File: config.mk
export PLATFORM = sky130hd
export DESIGN_NAME = fpdic_cfg_regs
export DESIGN_NICKNAME = d
export VERILOG_FILES = /design/src/design/fpdic_pkg.sv /design/src/design/fpdic_cfg_regs.sv
export SDC_FILE = /design/constraint.sdc
export NUM_CORES = 1
export LEC_CHECK = 0
export BUFFER_PORTS_ARGS = -buffer_cell sky130_fd_sc_hd__buf_2
export CAP_MARGIN = 20
export CORE_MARGIN = 2
export CORE_UTILIZATION = 45
export DETAILED_ROUTE_END_ITERATION = 10
export PLACE_DENSITY = 0.73
export SETUP_SLACK_MARGIN = 0.3
export SLEW_MARGIN = 5
export SYNTH_ARGS = -nofsm -noshare
export SYNTH_HDL_FRONTEND = slang
export SYNTH_SLANG_ARGS = --single-unit
File: constraint.sdc
create_clock -name clk -period 2.2 [get_ports clk]
set_clock_uncertainty 0.05 [all_clocks]
set_input_delay 0.44 -clock clk [delete_from_list [all_inputs] [get_ports clk]]
set_output_delay 0.44 -clock clk [all_outputs]
set_load 0.02 [all_outputs]
File: src/design/fpdic_pkg.sv
// shared types and constants of the fuzzy pd integrating controller
`timescale 1ns / 1ps

package fpdic_pkg;

  // field widths
  localparam int IN_W   = 16;
  localparam int OUT_W  = 16;
  localparam int ERR_W  = 24;
  localparam int LIM_W  = 21;
  localparam int KP_W   = 16;
  localparam int KD_W   = 24;
  localparam int KI_W   = 16;
  localparam int DB_W   = 15;

  // datapath widths
  localparam int MAG_W  = IN_W + 1;
  localparam int X_W    = 30;
  localparam int Q_W    = 24;
  localparam int MUL_W  = 32;
  localparam int PROD_W = 2 * MUL_W;
  localparam int SUM_W  = LIM_W + 2;

  // scaling constants
  localparam int GAIN_SHIFT  = 8;
  localparam int DRV_SHIFT   = 16;
  localparam int DIV_CONST   = 100;
  localparam int ROUND_HALF  = DIV_CONST / 2;
  localparam int SCALE_OUT   = 100;
  // error saturates once the rounded numerator reaches 100 * 2^23
  localparam int SAT_NUM     = DIV_CONST * (1 << (ERR_W - 1));
  // floor(2^37 / 100), low by at most one quotient step for 30 bit dividends
  localparam int RECIP_SHIFT = 37;
  localparam int RECIP_MULT  = 1374389534;

  localparam logic signed [ERR_W-1:0] ERR_MAX = {1'b0, {(ERR_W-1){1'b1}}};
  localparam logic signed [ERR_W-1:0] ERR_MIN = {1'b1, {(ERR_W-1){1'b0}}};

  // register port
  localparam int DATA_W  = 32;
  localparam int PADDR_W = 5;
  localparam int IDX_W   = 3;

  localparam logic [IDX_W-1:0] REG_KP       = 3'd0;
  localparam logic [IDX_W-1:0] REG_KD       = 3'd1;
  localparam logic [IDX_W-1:0] REG_KI       = 3'd2;
  localparam logic [IDX_W-1:0] REG_DEADBAND = 3'd3;
  localparam logic [IDX_W-1:0] REG_POS_LIM  = 3'd4;
  localparam logic [IDX_W-1:0] REG_NEG_LIM  = 3'd5;
  localparam logic [IDX_W-1:0] REG_REVERSE  = 3'd6;

  localparam logic [KP_W-1:0]         KP_RESET      = 16'd256;
  localparam logic signed [LIM_W-1:0] POS_LIM_RESET = 21'sd65536;
  localparam logic signed [LIM_W-1:0] NEG_LIM_RESET = -21'sd65536;

  typedef struct packed {
    logic [KP_W-1:0]         kp;
    logic [KD_W-1:0]         kd_over_period;
    logic [KI_W-1:0]         ki_times_period;
    logic [DB_W-1:0]         deadband;
    logic signed [LIM_W-1:0] pos_int_limit;
    logic signed [LIM_W-1:0] neg_int_limit;
    logic                    reverse_output;
  } cfg_t;

  typedef enum logic [3:0] {
    ST_IDLE, ST_PREP, ST_RECIP, ST_QUOT, ST_CHECK, ST_CORR, ST_KP, ST_KD,
    ST_DTERM, ST_AB, ST_FUZZ, ST_KI, ST_ACC, ST_DRV, ST_OUT
  } ctrl_state_t;

  typedef enum logic [3:0] {
    OP_NONE, OP_LOAD, OP_PREP, OP_RECIP, OP_QUOT, OP_CHECK, OP_CORR, OP_KP,
    OP_KD, OP_DTERM, OP_AB, OP_FUZZ, OP_KI, OP_ACC, OP_DRV, OP_OUT
  } dp_op_t;

  typedef struct packed {
    dp_op_t op;
  } dp_cmd_t;

endpackage

File: src/design/fpdic_cfg_regs.sv
// apb register file holding the controller gains, limits, deadband and output sense
`timescale 1ns / 1ps

module fpdic_cfg_regs (
  input  logic                            clk,
  input  logic                            rst,
  input  logic                            psel,
  input  logic                            penable,
  input  logic                            pwrite,
  input  logic [fpdic_pkg::PADDR_W-1:0]   paddr,
  input  logic [fpdic_pkg::DATA_W-1:0]    pwdata,
  output logic [fpdic_pkg::DATA_W-1:0]    prdata,
  output logic                            pready,
  output fpdic_pkg::cfg_t                 cfg
);
  import fpdic_pkg::*;

  logic             wr_en;
  logic [IDX_W-1:0] idx;

  assign pready = 1'b1;
  assign wr_en  = psel & penable & pwrite;
  assign idx    = paddr[PADDR_W-1:2];

  always_ff @(posedge clk) begin
    if (rst) begin
      cfg.kp              <= KP_RESET;
      cfg.kd_over_period  <= '0;
      cfg.ki_times_period <= '0;
      cfg.deadband        <= '0;
      cfg.pos_int_limit   <= POS_LIM_RESET;
      cfg.neg_int_limit   <= NEG_LIM_RESET;
      cfg.reverse_output  <= 1'b0;
    end else if (wr_en) begin
      unique case (idx)
        REG_KP:       cfg.kp              <= pwdata[KP_W-1:0];
        REG_KD:       cfg.kd_over_period  <= pwdata[KD_W-1:0];
        REG_KI:       cfg.ki_times_period <= pwdata[KI_W-1:0];
        REG_DEADBAND: cfg.deadband        <= pwdata[DB_W-1:0];
        REG_POS_LIM:  cfg.pos_int_limit   <= pwdata[LIM_W-1:0];
        REG_NEG_LIM:  cfg.neg_int_limit   <= pwdata[LIM_W-1:0];
        REG_REVERSE:  cfg.reverse_output  <= pwdata[0];
        default: begin
        end
      endcase
    end
  end

  always_comb begin
    unique case (idx)
      REG_KP:       prdata = DATA_W'(cfg.kp);
      REG_KD:       prdata = DATA_W'(cfg.kd_over_period);
      REG_KI:       prdata = DATA_W'(cfg.ki_times_period);
      REG_DEADBAND: prdata = DATA_W'(cfg.deadband);
      REG_POS_LIM:  prdata = DATA_W'(cfg.pos_int_limit);
      REG_NEG_LIM:  prdata = DATA_W'(cfg.neg_int_limit);
      REG_REVERSE:  prdata = DATA_W'(cfg.reverse_output);
      default:      prdata = '0;
    endcase
  end

endmodule

== After elaboration in Yosys (flattened, before gate mapping) ==
Cells that the tools add are included.
Word-level totals
  register bits after elaboration: 114
  latch bits: 0
  bits in writable memories: 0
  ROM bits: 0
  input bits: 42
  output and inout bits: 147
  logic and storage cells: 24
  memories: 0
Operators by class
  add/sub/neg operators: 0
  $mul: 0
  divide/modulo/power cells: 0
  $lt $le $gt $ge: 0
  eq/ne operators: 6
  shift-type cells: 0
  multiplexer cells: 1
  bitwise operators: 2
  reduce and logical (&&, ||, !) cells: 8
Operator list (count)
  32-bit one-hot mux with 7 select lines: 1
  2-bit AND reduction: 7
  3-bit equality test, second input constant: 3
  3-bit by 2-bit equality test with 1-bit output, second input constant: 2
  3-bit by 1-bit equality test with 1-bit output, second input constant: 1
  3-bit zero test: 1
  1-bit bitwise AND: 2

== Depth between registers and ports, before layout ==
  depth in word-level cells: 3
  depth in mapped cells: 6
  mapped depth without buffers: 3

== Worst setup path before layout ==
Ideal clock, no wire load.
  path kind: input-to-output
  start: input port paddr[4] (netlist name)
  end: output port prdata[25] (netlist name)
  data arrival time: 1.546 ns
  required time: 1.710 ns
  slack: 0.164 ns
  cell stages on the path: 5
  path buffers: 3
  path through: buf_4 -> nor2b_2 -> buf_2 -> and2_1 -> buf_4
Between the ends
  word-level cells in the longest chain between the ends: 2
  elaborated cells on any way between the ends: 8
  classes of those cells: eq/ne (6); mux (1); reduce/logical (1)
Ends and longest elaborated chain
  start: declaration: line fpdic_cfg_regs.sv:10  | input logic [fpdic_pkg::PADDR_W-1:0] paddr,
  3-bit equality test (tied with other cells): line fpdic_cfg_regs.sv:50  | unique case (idx)
  32-bit one-hot mux with 7 select lines *: line fpdic_cfg_regs.sv:50
  end: declaration: line fpdic_cfg_regs.sv:12  | output logic [fpdic_pkg::DATA_W-1:0] prdata,
Every way passes the cells marked *; elsewhere a longest branch is shown, timed or not.

== Worst setup path in the final report ==
  start: register cfg[0] (netlist name)
  end: output port prdata[0] (netlist name)
Between the ends
  word-level cells in the longest chain between the ends: 1
Ends and longest elaborated chain
  start: declaration: line fpdic_cfg_regs.sv:14  | output fpdic_pkg::cfg_t cfg
  32-bit one-hot mux with 7 select lines: line fpdic_cfg_regs.sv:50
No other way between the ends.

==> out/qor.txt <==
routed vias: 5383
Main synth FF type: dfxtp_1
Slowest-stage cell, CP: mux4_2
end of the worst register-to-register path: cfg[21]
Yosys top cell area share: 41.1%
Die Wd: 115 um
ys async rst share: 0%
final hold vios: 0
boundary pin count: 189
#FFs+latches synth: 114
antenna viol nets, final: 0
worst path required time: 1710 ps
Startpoint Class: flip-flop
CP Max Fanout: 3
EDFF count, synth: 0
Max Cap Viol: 0
pins over their slew limit: 0
Rel. slew slack: 64.1%
antenna violations before repair: 0
area delta synth->final: 43.8%
TritonCTS clock tree: yes
Data arrival, critical path: 1620 ps
most frequent cells in the layout: 150 x buf_2, 103 x dfxtp_1, 96 x mux2i_1
HPWL Detailed: 11900 um
Reg clk slew, reported paths: 50 ps
Max IR drop VDD: 0.000346 V
First-pass DRT Iterations: 6
WL/cell: 20.0 um
hold_sp: pwdata[17]
# DRC: 0
leading registers by flop count: cfg (114)
cells along the critical path: mux4_2 > mux2_4 > buf_6
HP Class: input pin to flip-flop
most common cell after layout, fill and taps aside: buf_2
CTS Buffer Depth: 2
fin crit period: 2110 ps
PwrDens: 701 mW/mm^2
Tcrit/Tclk final: 95.9%
Seq/Total Area, Yosys: 41.1%
area of the mapped netlist: 0.00556 mm^2
GP Congestion: 0.825
vias in the first global route: 5096
FILL cells: 912
final setup fails: 0
Overflow after GRT: 0
status: finished, final reports clean
number of flip-flops in the largest register: 114
slowest cell delay on critical path: 460 ps
hold endpoint: cfg[18]
die height: 115 um
Final Instance Count excl. Fillers: 937
total track usage: 26.6%
Crit Path Category: flip-flop to primary output
top post-synthesis cells by area: dfxtp_1 41%, mux2i_1 17%, nand2b_1 11%
Synth warnings: 0
leak pwr: 0.00382 uW
layout cells sized above 1: 43.9%
Cell variety after synth: 37
floorplan die area: 0.0133 mm^2
Inst Count DP: 879
Syn Nets: 623
Rows: 40
Critical Path End Type: primary output
Initial Utilization: 46.3%
Mapped Cells: 581
worst r2r src: cfg[21]
Reg2Reg Setup Slack: 1290 ps
clock latency on the worst-skew pair: 410 ps
htree depth: 4
Post-Syn Area per Cell: 9.57 um^2
Worst-Margin Slew: 536 ps
largest net degree at the start of global routing: 60
Core ar.: 0.0120 mm^2
final net count: 819
WHS: 196 ps
Hold Path Stages: 2
first-pass GRT wire length: 27000 um
# hold bufs at CTS: 0
Largest Register: cfg
Clock Sinks: 114
initial DRC count: 425
CTS buffer count: 17
Root Driver: clkbuf_16
Yosys top cell by area: dfxtp_1
Routed WL: 18700 um
input/output buffers: 177
RSZ-0062 raised after global routing: true
drt via density: 5.74
R2R cell count: 2
antenna fix cells: 0
FMAX: 0.474 GHz
## cell families after synthesis
| kind of cell | Yosys count | share of synthesized area (%) |
|---|---|---|
| AND/OR/NAND/NOR | 170 | 17.6 |
| flip-flops | 114 | 41.1 |
| other | 1 | 0.0675 |
| buffers and inverters | 62 | 6.28 |
| AO/OA/AOI/OAI | 112 | 12.2 |
| multiplexers | 122 | 22.7 |
## synthesized netlist by cell type (11+ instances only)
cell type  count
nand3_1       36
dfxtp_1      114
buf_4         16
mux2_2        24
mux2i_1       97
clkbuf_1      24
nor2_1        11
nand2_1       16
buf_2         15
o21ai_0       32
a21oi_1       43
nand2b_1      94
## metal layers
metal / share of wire, % / GRT usage, %
met5: 0 / 0
met4: 3.8 / 10.8
met3: 6.1 / 5.69
met2: 49 / 45.1
met1: 41 / 32.8
## final cells by class
cell class                      count  area [um^2]  share of cell area, %
Tap cell                          147          184                   2.30
Sequential cell                   114         2300                   28.7
Inverter                            2         8.76                  0.110
Clock buffer                       22          474                   5.93
Multi-Input combinational cell    405         3150                   39.4
Timing Repair Buffer              237         1730                   21.6
Clock inverter                     10          155                   1.94
## through the flow
step	utilization (%)	TNS [ps]	total power (uW)	worst slack (ps)	instance area, um^2
6_report	66.5	0	5600	89.9	7990
5_1_grt	66.5	0	5730	71.7	7990
4_1_cts	63.2	0	5520	104	7590
3_5_place_dp	56.0	-183	2580	-104	6720
3_3_place_gp	56.0	-200	2570	-99.6	6720
2_1_floorplan	-	0	2410	266	5630
## worst max-delay path: cells and delay by family (launching register included)
family | cells | cell delay, ps
flops | 1 | 320
buf+inv | 1 | 130
mux | 2 | 750
## what timing repair did
item,in CTS,in global routing
gates cloned,1,3
endpoints found under the setup margin,32,32
pin swaps,2,6
buffers inserted,10,12
gates resized for setup,39,66
## worst max-delay path by stage
stage	start	endpoint	slack, ps	cells after the start
after global placement	paddr[3]	prdata[13]	-100	6
after global routing	cfg[0]	prdata[0]	70	3
after detailed placement	paddr[3]	prdata[13]	-100	6
after CTS	cfg[0]	prdata[0]	100	3
final	cfg[0]	prdata[0]	90	3
after floorplan	paddr[2]	prdata[7]	270	5
## power breakdown
part	switching, uW	internal [uW]	total (uW)
combinational	311	258	570
sequential	13.1	2080	2100
clock	959	1970	2930
total	1280	4320	5600
(Power assumes the default switching activity.)
