$ cat src/design/fpdic_pkg.sv
// shared types and constants of the fuzzy pd integrating controller
`timescale 1ns / 1ps

package fpdic_pkg;

  // field widths
  localparam int IN_W   = 16;
  localparam int OUT_W  = 16;
  localparam int ERR_W  = 24;
  localparam int LIM_W  = 21;
  localparam int KP_W   = 16;
  localparam int KD_W   = 24;
  localparam int KI_W   = 16;
  localparam int DB_W   = 15;

  // datapath widths
  localparam int MAG_W  = IN_W + 1;
  localparam int X_W    = 30;
  localparam int Q_W    = 24;
  localparam int MUL_W  = 32;
  localparam int PROD_W = 2 * MUL_W;
  localparam int SUM_W  = LIM_W + 2;

  // scaling constants
  localparam int GAIN_SHIFT  = 8;
  localparam int DRV_SHIFT   = 16;
  localparam int DIV_CONST   = 100;
  localparam int ROUND_HALF  = DIV_CONST / 2;
  localparam int SCALE_OUT   = 100;
  // error saturates once the rounded numerator reaches 100 * 2^23
  localparam int SAT_NUM     = DIV_CONST * (1 << (ERR_W - 1));
  // floor(2^37 / 100), low by at most one quotient step for 30 bit dividends
  localparam int RECIP_SHIFT = 37;
  localparam int RECIP_MULT  = 1374389534;

  localparam logic signed [ERR_W-1:0] ERR_MAX = {1'b0, {(ERR_W-1){1'b1}}};
  localparam logic signed [ERR_W-1:0] ERR_MIN = {1'b1, {(ERR_W-1){1'b0}}};

  // register port
  localparam int DATA_W  = 32;
  localparam int PADDR_W = 5;
  localparam int IDX_W   = 3;

  localparam logic [IDX_W-1:0] REG_KP       = 3'd0;
  localparam logic [IDX_W-1:0] REG_KD       = 3'd1;
  localparam logic [IDX_W-1:0] REG_KI       = 3'd2;
  localparam logic [IDX_W-1:0] REG_DEADBAND = 3'd3;
  localparam logic [IDX_W-1:0] REG_POS_LIM  = 3'd4;
  localparam logic [IDX_W-1:0] REG_NEG_LIM  = 3'd5;
  localparam logic [IDX_W-1:0] REG_REVERSE  = 3'd6;

  localparam logic [KP_W-1:0]         KP_RESET      = 16'd256;
  localparam logic signed [LIM_W-1:0] POS_LIM_RESET = 21'sd65536;
  localparam logic signed [LIM_W-1:0] NEG_LIM_RESET = -21'sd65536;

  typedef struct packed {
    logic [KP_W-1:0]         kp;
    logic [KD_W-1:0]         kd_over_period;
    logic [KI_W-1:0]         ki_times_period;
    logic [DB_W-1:0]         deadband;
    logic signed [LIM_W-1:0] pos_int_limit;
    logic signed [LIM_W-1:0] neg_int_limit;
    logic                    reverse_output;
  } cfg_t;

  typedef enum logic [3:0] {
    ST_IDLE, ST_PREP, ST_RECIP, ST_QUOT, ST_CHECK, ST_CORR, ST_KP, ST_KD,
    ST_DTERM, ST_AB, ST_FUZZ, ST_KI, ST_ACC, ST_DRV, ST_OUT
  } ctrl_state_t;

  typedef enum logic [3:0] {
    OP_NONE, OP_LOAD, OP_PREP, OP_RECIP, OP_QUOT, OP_CHECK, OP_CORR, OP_KP,
    OP_KD, OP_DTERM, OP_AB, OP_FUZZ, OP_KI, OP_ACC, OP_DRV, OP_OUT
  } dp_op_t;

  typedef struct packed {
    dp_op_t op;
  } dp_cmd_t;

endpackage

$ cat src/design/fpdic_ctrl.sv
// sequencer that steps the datapath through one controller update
`timescale 1ns / 1ps

module fpdic_ctrl (
  input  logic                clk,
  input  logic                rst,
  input  logic                sample_valid,
  output logic                sample_stall,
  output logic                drive_valid,
  input  logic                drive_stall,
  output fpdic_pkg::dp_cmd_t  cmd
);
  import fpdic_pkg::*;

  ctrl_state_t state, state_next;
  logic        accept;
  logic        out_free;
  logic        out_load;

  assign accept   = sample_valid & ~sample_stall;
  assign out_free = ~drive_valid | ~drive_stall;

  always_ff @(posedge clk) begin
    if (rst) begin
      state <= ST_IDLE;
    end else begin
      state <= state_next;
    end
  end

  always_comb begin
    state_next = state;
    unique case (state)
      ST_IDLE:  if (accept) state_next = ST_PREP;
      ST_PREP:  state_next = ST_RECIP;
      ST_RECIP: state_next = ST_QUOT;
      ST_QUOT:  state_next = ST_CHECK;
      ST_CHECK: state_next = ST_CORR;
      ST_CORR:  state_next = ST_KP;
      ST_KP:    state_next = ST_KD;
      ST_KD:    state_next = ST_DTERM;
      ST_DTERM: state_next = ST_AB;
      ST_AB:    state_next = ST_FUZZ;
      ST_FUZZ:  state_next = ST_KI;
      ST_KI:    state_next = ST_ACC;
      ST_ACC:   state_next = ST_DRV;
      ST_DRV:   state_next = ST_OUT;
      ST_OUT:   if (out_free) state_next = ST_IDLE;
      default:  state_next = ST_IDLE;
    endcase
  end

  always_comb begin
    sample_stall = (state != ST_IDLE);
    out_load     = 1'b0;
    cmd.op       = OP_NONE;
    unique case (state)
      ST_IDLE:  if (sample_valid) cmd.op = OP_LOAD;
      ST_PREP:  cmd.op = OP_PREP;
      ST_RECIP: cmd.op = OP_RECIP;
      ST_QUOT:  cmd.op = OP_QUOT;
      ST_CHECK: cmd.op = OP_CHECK;
      ST_CORR:  cmd.op = OP_CORR;
      ST_KP:    cmd.op = OP_KP;
      ST_KD:    cmd.op = OP_KD;
      ST_DTERM: cmd.op = OP_DTERM;
      ST_AB:    cmd.op = OP_AB;
      ST_FUZZ:  cmd.op = OP_FUZZ;
      ST_KI:    cmd.op = OP_KI;
      ST_ACC:   cmd.op = OP_ACC;
      ST_DRV:   cmd.op = OP_DRV;
      ST_OUT: begin
        if (out_free) begin
          cmd.op   = OP_OUT;
          out_load = 1'b1;
        end
      end
      default:  cmd.op = OP_NONE;
    endcase
  end

  always_ff @(posedge clk) begin
    if (rst) begin
      drive_valid <= 1'b0;
    end else if (out_load) begin
      drive_valid <= 1'b1;
    end else if (~drive_stall) begin
      drive_valid <= 1'b0;
    end
  end

endmodule

$ cat config.mk
export PLATFORM = sky130hd
export DESIGN_NAME = fpdic_ctrl
export DESIGN_NICKNAME = d
export VERILOG_FILES = /design/src/design/fpdic_pkg.sv /design/src/design/fpdic_ctrl.sv
export SDC_FILE = /design/constraint.sdc
export NUM_CORES = 1
export LEC_CHECK = 0
export BUFFER_PORTS_ARGS = -buffer_cell sky130_fd_sc_hd__buf_2
export CAP_MARGIN = 20
export CORE_AREA = 2 2 39 41
export DETAILED_ROUTE_END_ITERATION = 16
export DIE_AREA = 0 0 41 43
export GPL_TIMING_DRIVEN = 0
export PLACE_DENSITY_LB_ADDON = 0.08
export SYNTH_ARGS = -nofsm -noshare
export SYNTH_HDL_FRONTEND = slang
export SYNTH_SLANG_ARGS = --single-unit
$ cat constraint.sdc
create_clock -name clk -period 2.9 [get_ports clk]
set_input_delay 0.29 -clock clk [delete_from_list [all_inputs] [get_ports clk]]
set_output_delay 0.29 -clock clk [all_outputs]
set_load 0.02 [all_outputs]
; ---- Word level (Yosys, flattened, before mapping)
; Cells that the tools add are included.
[classes]
muxes = 10
bitwise = 5
eq_ne = 17
reduce_logical = 3
[ops]
columns = op, count
row1 = one-hot mux 4 bit (15 select lines), 2
row2 = "equality test 4 bit, second input constant", 7
row3 = "equality test 4 x 3 -> 1 bit, second input constant", 4
row4 = two-way mux 4 bit, 3
row5 = "equality test 4 x 2 -> 1 bit, second input constant", 2
row6 = two-way mux 1 bit, 5
row7 = "equality test 4 x 1 -> 1 bit, second input constant", 1
row8 = zero test 4 bit, 1
row9 = "inequality test 2 bit, second input constant", 2
row10 = nonzero test 4 bit, 1
row11 = NOT 1 bit, 3
row12 = "inequality test 2 x 1 -> 1 bit, second input constant", 1
row13 = AND reduction 2 bit, 1
row14 = bitwise AND 1 bit, 1
row15 = bitwise OR 1 bit, 1
[totals]
wordCells = 37
input_bits = 4
register_bits = 5

; ---- Logic depth before layout (Yosys ltp)
; Gate-level depths: netlist of run 1.
[logic_depth]
ltp_word = 5
ltp_mapped = 4
ltp_nobuf = 3

; ---- Worst setup path before layout of run 1
; Ideal clock, no wire load.
[synth_timing]
kind = register -> output
start = reg state[3]
end = out cmd[2] (netlist name)
setup_slack_ns = 1.456
required_time_ns = 2.610
path_stages_with_launch = 4
arrival_time_ns = 1.154
cell_sequence = dfxtp_1 -> buf_2 -> and3_2 -> o31ai_1
[synth_rtl]
columns = element, line
row1 = "start, declared", fpdic_ctrl.sv:15  ; ctrl_state_t state, state_next;
row2 = "start signal, assigned", fpdic_ctrl.sv:27  ; state <= state_next;
row3 = "end, declared", fpdic_ctrl.sv:11  ; output fpdic_pkg::dp_cmd_t cmd

; ---- Final worst setup path of run 1
[layout_timing]
start = reg state[3]
end = out sample_stall
[layout_via]
elab_chain_len = 1
[layout_lines]
columns = element, line
row1 = nonzero test 4 bit, fpdic_ctrl.sv:54  ; sample_stall = (state != ST_IDLE);
row2 = "end, declared", fpdic_ctrl.sv:8  ; output logic sample_stall,
; Every way passes these cells.

==> results.ini, run 1 <==
[place]
gp_congestion = 0.678
place_hpwl_um = 564
io_buffers = 9
dp_cells = 64

[sta]
fin_skew_ns = 0.00112
tightestPinTransition_ns = 0.325
period_share_pct = 57.4
hold_violations = 0
final-setup-viol-count = 0
max_freq_ghz = 0.601
period_minus_slack_ns = 1.66
maxSlewViolCount = 0
max_slew_margin_pct = 78.1
hold_slack_ns = 0.270
rsz0062_at_grt = no
finalSetupTns_ns = 0

[synthesis]
synth_nets = 43
synth_edf_count = 0
synth_area_um2 = 305
ys_seq_area_share_pct = 32.8
yosysUniqueCellTypes = 25
synth_fa_ha_area_share_pct = 0
synth_top_family_by_area = simple AND/OR/NAND/NOR gates
ys_ff_latch = 5
async_flop_share_pct = 0
muxShareOfSynthArea_pct = 0
yosys.area_share.simple_pct = 36.1
synth-xor-area-share_pct = 0
yosysWarnings = 0
synth_flop_cell = dfxtp_1
synth_compound_area_share_pct = 23.8
avgSynthCellArea_um2 = 7.83
synthCells = 39

[critical_path]
crit_path_end_kind = primary output
start_kind = flip-flop
path_max_fanout = 10
worstPathArrival_ns = 1.37
worstPathRequired_ns = 2.61
critPathKind = reg2out

[floorplanning]
die_w_um = 41
core.rowCount = 14
core_area_um2 = 1380
die_area_um2 = 1760
die_h_um = 43
start_util_pct = 22.1
io_pins = 10

[cts]
root_buffer = clkbuf_4
clk_pin_slew_ns = 0.04
cts_max_level = 1
clk_latency_ns = 0.24
cts_hold_buf = 0
cts.path.max_buffers = 2
cts_sinks = 5
cts_tree = built
cts_made_buffers = 3
post-cts-setup-buffers = 0
post_cts_resized = 0

[global_routing]
grt_max_degree = 11
grt_overflow = 0
grt_use_total_pct = 10.4
grt_pass1_vias = 262
antenna_found_initial = 0
grt_pass1_wl_mm = 1.15

[final_layout]
final_layout_size_suffix_gt1_share_pct = 36.5
most-common-layout-cells = 11 x buf_2, 5 x dfxtp_1, 4 x nand2_1, 4 x a21oi_1, 3 x clkbuf_4
area_delta_synth_final_pct = 29.9
layout_commonest_cell = buf_2
antenna_cells = 0
nFillCells = 158
final_cells = 68
fin_nets = 57

[drt]
drc_errors = 0
routedWlPerCell_um = 11.3
drtAntennaViolNets = 0
dr.pass1.iters = 3
vias = 330
drt-total-wl_um = 767
drt_iter0_drc = 11
routed_via_density = 4.85

[run_status]
status = finished, final reports clean

[power]
p_leak_uw = 0.000178
peakVddDrop_v = 0.000179
finalPower_uw = 224
powerDensity_nw_per_um2 = 566

[worst_hold_path]
hold_path.class = in2reg

[flow_run]
max_cap_viol_count = 0

-- layer usage --
metal	vias to the layer above	share of wire (%)	track usage [%]
li1	170	-	-
met1	145	46	12.9
met2	11	42	12.5
met3	4	9.4	4.71
met4	0	3.0	10.0
met5	-	0	0
-- worst max-delay path, cell delays in order (launching register included) --
cell     delay [ns]
dfxtp_1        0.28
buf_2          0.16
or4_1          0.52
buf_2          0.17
-- stage by stage --
stage	utilization (%)	area, um^2	setup slack [ns]
floorplan	-	305	1.46
global placement	26.8	370	1.50
detailed placement	26.8	370	1.49
CTS	28.7	397	1.22
global route	28.7	397	1.13
finish	28.7	397	1.24
-- registers in the layout (all words and copies together) (netlist names) --
signal / count
state: 4
drive_valid: 1
-- final cells by class --
type                       count  area, um^2  share of cell area, %
buffer                         3        15.0                   3.79
clock buffer                   4        26.3                   6.62
inverter                       2        7.51                   1.89
multi-input combinational     29         183                   46.1
sequential                     5         100                   25.2
tap                           16        20.0                   5.05
timing repair buffer           9        45.0                   11.4
-- cells in the mapped netlist (2+ instances only) --
library cell  count  share of area, %
dfxtp_1           5                33
a21oi_1           4               6.6
nand2_1           4               4.9
buf_2             2               3.3
inv_1             2               2.5
nor2_1            2               2.5
o21ai_0           2               3.3
-- report_power, final --
part | total, uW | internal [uW] | switching (uW)
registers | 78.9 | 74.2 | 4.76
clock network | 80.2 | 52.0 | 28.2
logic | 65.2 | 24.2 | 41.0
-- path summary, 6_finish.rpt --
kind	to	slack, ns	start	cells after the start
max reg2reg	state[2]$_SDFFE_PP0P_	1.82	state[2]$_SDFFE_PP0P_	4
max	sample_stall	1.24	state[3]$_SDFFE_PP0P_	3
min	state[1]$_SDFFE_PP0P_	0.27	rst	2
min reg2reg	state[3]$_SDFFE_PP0P_	0.65	state[1]$_SDFFE_PP0P_	2
-- cell families after synthesis --
| family | count (synthesis) |
|---|---|
| simple gates | 18 |
| compound gates | 11 |
| flops | 5 |
| buf+inv | 5 |
No activity file was read; power rests on OpenSTA's default activity.
==> inputs of run 2 (changes only) <==
==> constraint.sdc (replaced) <==
create_clock -name clk -period 1.55 [get_ports clk]
set_input_delay 0.155 -clock clk [delete_from_list [all_inputs] [get_ports clk]]
set_output_delay 0.155 -clock clk [all_outputs]
set_load 0.02 [all_outputs]
==> run 2 against run 1 <==
Clock power grew 87%. Combinational power is 96% higher. Final area up 0.63%. Worst setup slack lost 1.2 ns. Sequential share of layout area increased by 0.16 points. Via count decreased by 1.5%. Flip-flop and latch count is the same. Non-clock buffer count shrank 1. Clock-buffer cell count stayed put. Critical path depth up 2. Global-route usage did not move. Cell count is 1.5% lower. Critical endpoint is now cmd[2]. Largest cell class unchanged.
==> results.ini, run 2 (synthesized netlist as in run 1, its figures left out) <==
[final_layout]
area_delta_synth_final_pct = 30.7  ; was 29.9%
regMostFlops = state  ; unchanged
final_layout_size_suffix_gt1_share_pct = 39.2  ; was 36.5%
fin_nets = 56  ; was 57
antenna_cells = 0  ; unchanged
largestRegisters = state: 4 flops, drive_valid: 1 flops  ; unchanged
nFillCells = 159  ; was 158
layout_commonest_cell = buf_2  ; unchanged
fin_area_um2 = 399  ; was 397 um^2
largest_reg_flops = 4  ; unchanged
most-common-layout-cells = 9 x buf_2, 4 x nand2_1, 4 x dfxtp_1  ; was 11 x buf_2, 5 x dfxtp_1, 4 x nand2_1, 4 x a21oi_1, 3 x clkbuf_4

[sta]
finalSetupTns_ns = 0  ; unchanged
hold_slack_ns = 0.134  ; was 0.270 ns
max_slew_margin_pct = 78.1  ; about the same
fin_skew_ns = 0.000748  ; was 0.00112 ns
final-setup-viol-count = 0  ; unchanged
period_minus_slack_ns = 1.47
hold_violations = 0  ; unchanged
maxSlewViolCount = 0  ; unchanged
period_share_pct = 94.6
rsz0062_at_grt = no  ; unchanged
tightestPinTransition_ns = 0.326  ; was 0.325 ns
worst_slack_ns = 0.0839  ; was 1.24 ns
max_freq_ghz = 0.682

[critical_path]
worstReg2RegEnd = state[1]$_SDFFE_PP0P_  ; was state[2]$_SDFFE_PP0P_
crit_path_end_kind = primary output  ; unchanged
worstPathRequired_ns = 1.39  ; was 2.61 ns
ff2ff_setup_slack_ns = 0.47  ; was 1.82 ns
worstPathArrival_ns = 1.31  ; was 1.37 ns
path_max_fanout = 10  ; unchanged
reg2reg_depth = 3  ; was 4
r2r_start = drive_valid$_SDFFE_PP0P_  ; was state[2]$_SDFFE_PP0P_
critPathKind = reg2out  ; unchanged
start_kind = flip-flop  ; unchanged

[global_routing]
grt_overflow = 0  ; unchanged
antenna_found_initial = 0  ; unchanged
grt_pass1_wl_mm = 1.15  ; unchanged
grt_pass1_vias = 262  ; unchanged
grt_max_degree = 11  ; unchanged
grt_use_total_pct = 10.4  ; unchanged

[drt]
routed_via_density = 4.85  ; about the same
drt_iter0_drc = 20  ; was 11
routedWlPerCell_um = 11.4  ; was 11.3 um
drtAntennaViolNets = 0  ; unchanged
vias = 325  ; was 330
dr.pass1.iters = 4  ; was 3
drc_errors = 0  ; unchanged
drt-total-wl_um = 766  ; was 767 um

[cts]
post-cts-setup-buffers = 0  ; unchanged
cts.path.max_buffers = 2  ; unchanged
cts_made_buffers = 3  ; unchanged
root_buffer = clkbuf_4  ; unchanged
cts_sinks = 5  ; unchanged
clk_pin_slew_ns = 0.04  ; about the same
cts_hold_buf = 0  ; unchanged
cts_tree = built  ; unchanged
cts_max_level = 1  ; unchanged
clk_latency_ns = 0.24  ; about the same

[worst_hold_path]
hp-start = rst  ; unchanged
hold_end = state[1]$_SDFFE_PP0P_  ; unchanged
hold_path_depth = 2  ; unchanged
hold_path.class = in2reg  ; unchanged

[power]
p_leak_uw = 0.000174  ; was 0.000178 uW
powerDensity_nw_per_um2 = 1070  ; was 566 nW/um^2
peakVddDrop_v = 0.000335  ; was 0.000179 V

[floorplanning]
die_w_um = 41  ; unchanged
io_pins = 10  ; unchanged
start_util_pct = 22.1  ; unchanged
die_h_um = 43  ; unchanged
core.rowCount = 14  ; unchanged
core_area_um2 = 1380  ; unchanged
die_area_um2 = 1760  ; unchanged

[flow_run]
max_cap_viol_count = 0  ; unchanged

[place]
place_area_um2 = 370  ; unchanged
io_buffers = 9  ; unchanged
pre_cts_slack_ns = 0.272  ; was 1.49 ns
gp_congestion = 0.678  ; unchanged
place_hpwl_um = 564  ; unchanged

[run_status]
status = finished, final reports clean  ; unchanged

-- run 2: changes by cell type in the layout (fill, tap and decap cells not counted), sizes merged --
cell / change
buf: -1
-- run 2: how the worst max path moves through the flow --
stage	from	endpoint	slack (ns)
after floorplan	state[3]$_SDFFE_PP0P_	cmd[2]	0.24
after global placement	state[3]$_SDFFE_PP0P_	sample_stall	0.28
after detailed placement	state[3]$_SDFFE_PP0P_	sample_stall	0.27
after CTS	state[3]$_SDFFE_PP0P_	sample_stall	0.005
after global routing	state[2]$_SDFFE_PP0P_	cmd[2]	0.004
final	state[2]$_SDFFE_PP0P_	cmd[2]	0.08
-- run 2: worst max-delay path, cell delays in order, from the launching register on --
cell,delay [ns]
dfxtp_1,0.29
buf_2,0.19
and3b_1,0.21
a21oi_2,0.13
o31ai_1,0.08
buf_2,0.16
-- run 2: per-layer routing --
| metal | up-vias | wire length [um] | track usage, % |
|---|---|---|---|
| li1 | 169 | - | - |
| met1 | 141 | 342 | 12.9 |
| met2 | 11 | 329 | 12.5 |
| met3 | 4 | 71 | 4.71 |
| met4 | 0 | 23 | 10.0 |
| met5 | - | 0 | 0 |
-- run 2: layout make-up --
| type | instances | area (um^2) | area share (%) |
|---|---|---|---|
| sequential | 5 | 101 | 25.4 |
| inverter | 2 | 7.51 | 1.88 |
| buffer | 2 | 10.0 | 2.51 |
| clock buffer | 4 | 26.3 | 6.58 |
| timing repair buffer | 9 | 47.5 | 11.9 |
| multi-input combinational | 29 | 186 | 46.7 |
| tap | 16 | 20.0 | 5.02 |
-- run 2: what timing repair did --
action | 4_1_cts | 5_1_grt
endpoints found under the setup margin | 0 | 2
gates resized for setup | 0 | 3
hold endpoints to repair | 0 | 0
-- run 2: stage by stage --
stage          total power, uW  cells  utilization, %
6_report                   425     67            28.8
5_1_grt                    451     67            28.8
4_1_cts                    428     68            28.7
3_5_place_dp               272     64            26.8
3_3_place_gp               272     64            26.8
2_1_floorplan              234     39               -
-- run 2: power breakdown --
group          total (uW)  internal [uW]  switching, uW
sequential            148            139           9.12
clock                 150           97.3           52.5
combinational         128           49.9           77.8
==> inputs of run 3 (changes only) <==
--- a/config.mk
+++ b/config.mk
@@ -10,7 +10,6 @@
 export CORE_AREA = 2 2 39 41
 export DETAILED_ROUTE_END_ITERATION = 16
 export DIE_AREA = 0 0 41 43
-export GPL_TIMING_DRIVEN = 0
 export PLACE_DENSITY_LB_ADDON = 0.08
 export SYNTH_ARGS = -nofsm -noshare
 export SYNTH_HDL_FRONTEND = slang
==> run 3 against run 2 <==
Sequential share of layout area rose by 0.57 points. Worst setup slack got worse by 0.0012 ns. Critical endpoint is now cmd[0]. Largest cell class unchanged. Critical path type unchanged. Flip-flop and latch count unchanged. Routed wire length is 7.2% lower.
==> results.ini, run 3 (synthesized netlist as in run 1, its figures left out) <==
[run_status]
status = finished, final reports clean  ; unchanged

[drt]
routedWlPerCell_um = 10.8  ; was 11.4 um
routed_via_density = 4.88  ; was 4.85
vias = 322  ; was 325
drtAntennaViolNets = 0  ; unchanged
drt-total-wl_um = 711  ; was 766 um
dr.pass1.iters = 2  ; was 4
drt_iter0_drc = 4  ; was 20
drc_errors = 0  ; unchanged

[place]
place_hpwl_um = 553  ; was 564 um
io_buffers = 9  ; unchanged
pre_cts_slack_ns = 0.296  ; was 0.272 ns
dp_cells = 62  ; was 64
gp_congestion = 0.684  ; was 0.678

[global_routing]
top_usage_layer = met2  ; was met1
grt_use_total_pct = 9.66  ; was 10.4%
met2_usage_pct = 15.3  ; was 12.5%
grt_pass1_wl_mm = 1.13  ; was 1.15 mm
gr-usage-met3_pct = 4.71  ; unchanged
grt_overflow = 0  ; unchanged
groute.layer.met1.usage_pct = 9.39  ; was 12.9%
antenna_found_initial = 0  ; unchanged
grt_max_degree = 14  ; was 11
grt_pass1_vias = 294  ; was 262

[final_layout]
antenna_cells = 0  ; unchanged
final_cells = 66  ; was 67
largest_reg_flops = 4  ; unchanged
largestRegisters = state: 4 flops, drive_valid: 1 flops  ; unchanged
regMostFlops = state  ; unchanged
final_layout_size_suffix_gt1_share_pct = 36.0  ; was 39.2%
layout_commonest_cell = buf_2  ; unchanged
most-common-layout-cells = 9 x buf_2, 4 x nand2_1, 4 x a21oi_1, 4 x dfxtp_1, 3 x clkbuf_4  ; was 9 x buf_2, 4 x nand2_1, 4 x dfxtp_1
fin_nets = 55  ; was 56
nFillCells = 166  ; was 159
area_delta_synth_final_pct = 27.9  ; was 30.7%

[worst_hold_path]
hold_path_depth = 2  ; unchanged
hold_path.class = in2reg  ; unchanged

[cts]
cts.path.max_buffers = 2  ; unchanged
cts_tree = built  ; unchanged
cts_made_buffers = 3  ; unchanged
root_buffer = clkbuf_4  ; unchanged
cts_sinks = 5  ; unchanged
cts_hold_buf = 0  ; unchanged
clk_latency_ns = 0.23  ; was 0.24 ns
cts_max_level = 1  ; unchanged
clk_pin_slew_ns = 0.04  ; about the same

[power]
peakVddDrop_v = 0.000297  ; was 0.000335 V
p_leak_uw = 0.000168  ; was 0.000174 uW
powerDensity_nw_per_um2 = 1050  ; was 1070 nW/um^2
finalPower_uw = 412  ; was 425 uW

[floorplanning]
die_w_um = 41  ; unchanged
core_area_um2 = 1380  ; unchanged
io_pins = 10  ; unchanged
core.rowCount = 14  ; unchanged
die_area_um2 = 1760  ; unchanged
start_util_pct = 22.1  ; unchanged
die_h_um = 43  ; unchanged

[critical_path]
slowest_stage = dfxtp_1  ; unchanged
start_kind = flip-flop  ; unchanged
crit_path_end_kind = primary output  ; unchanged
reg2reg_depth = 3  ; unchanged
worstPathArrival_ns = 1.31  ; about the same
worstPathRequired_ns = 1.39  ; about the same
path_max_fanout = 6  ; was 10
critPathKind = reg2out  ; unchanged
cp_cell_sequence = buf_4 -> nor4_1 -> nor3_1 -> buf_2  ; was buf_2 -> and3b_1 -> a21oi_2 -> o31ai_1 -> buf_2
critical-path-max-stage-delay_ns = 0.34  ; was 0.29 ns

[flow_run]
max_cap_viol_count = 0  ; unchanged

[sta]
period_share_pct = 94.7  ; was 94.6%
period_minus_slack_ns = 1.47  ; about the same
worst_slack_ns = 0.0828  ; was 0.0839 ns
finalSetupTns_ns = 0  ; unchanged
fin_skew_ns = 0.000674  ; was 0.000748 ns
tightestPinTransition_ns = 0.338  ; was 0.326 ns
max_freq_ghz = 0.682  ; about the same
rsz0062_at_grt = no  ; unchanged
maxSlewViolCount = 0  ; unchanged
max_slew_margin_pct = 77.3  ; was 78.1%
final-setup-viol-count = 0  ; unchanged
hold_violations = 0  ; unchanged

==> run 3: cell types whose count changed in the layout (fill, tap and decap cells not counted) <==
cell | before | now
a21oi_1 | 3 | 4
a21oi_2 | 2 | 1
clkbuf_2 | 1 | 0
==> run 3: final timing paths <==
check	from	end	slack, ns
min	rst	state[1]$_SDFFE_PP0P_	0.15
max reg2reg	drive_valid$_SDFFE_PP0P_	state[1]$_SDFFE_PP0P_	0.45
max	state[2]$_SDFFE_PP0P_	cmd[0]	0.08
min reg2reg	state[0]$_SDFFE_PP0P_	state[0]$_SDFFE_PP0P_	0.56
==> run 3: layout make-up <==
type	count	area (um^2)	area share (%)
Inverter	2	7.51	1.92
Sequential cell	5	101	26.0
Multi-Input combinational cell	29	183	46.8
Clock buffer	4	26.3	6.73
Timing Repair Buffer	10	52.6	13.5
Tap cell	16	20.0	5.13
==> run 3: layer usage <==
| layer | share of wire (%) | vias up |
|---|---|---|
| li1 | - | 168 |
| met1 | 45 | 143 |
| met2 | 47 | 9 |
| met3 | 6.8 | 2 |
| met4 | 0.84 | 0 |
| met5 | 0 | - |
==> run 3: critical path, delay by kind of cell, from the launching register on <==
family | cells | cell delay, ns
buffers and inverters | 2 | 0.33
DFF | 1 | 0.34
and+or+nand+nor | 2 | 0.40
==> run 3: what timing repair did <==
| item | CTS | global route |
|---|---|---|
| resized for setup | 0 | 1 |
| buffers inserted | 0 | 0 |
| endpoints found under the setup margin | 0 | 2 |
==> run 3: stage by stage <==
step                util [%]  hold WS (ns)  cell area (um^2)
finish                  28.2         0.146               390
floorplan                  -         0.217               305
global route            28.2         0.153               390
CTS                     28.1         0.143               389
detailed placement      26.2         0.389               363
global placement        26.2         0.389               363
==> run 3: where the power goes <==
group | internal, uW | total (uW) | switching, uW
clock | 96.9 | 143 | 46.4
sequential | 140 | 159 | 18.9
combinational | 45.0 | 110 | 64.9
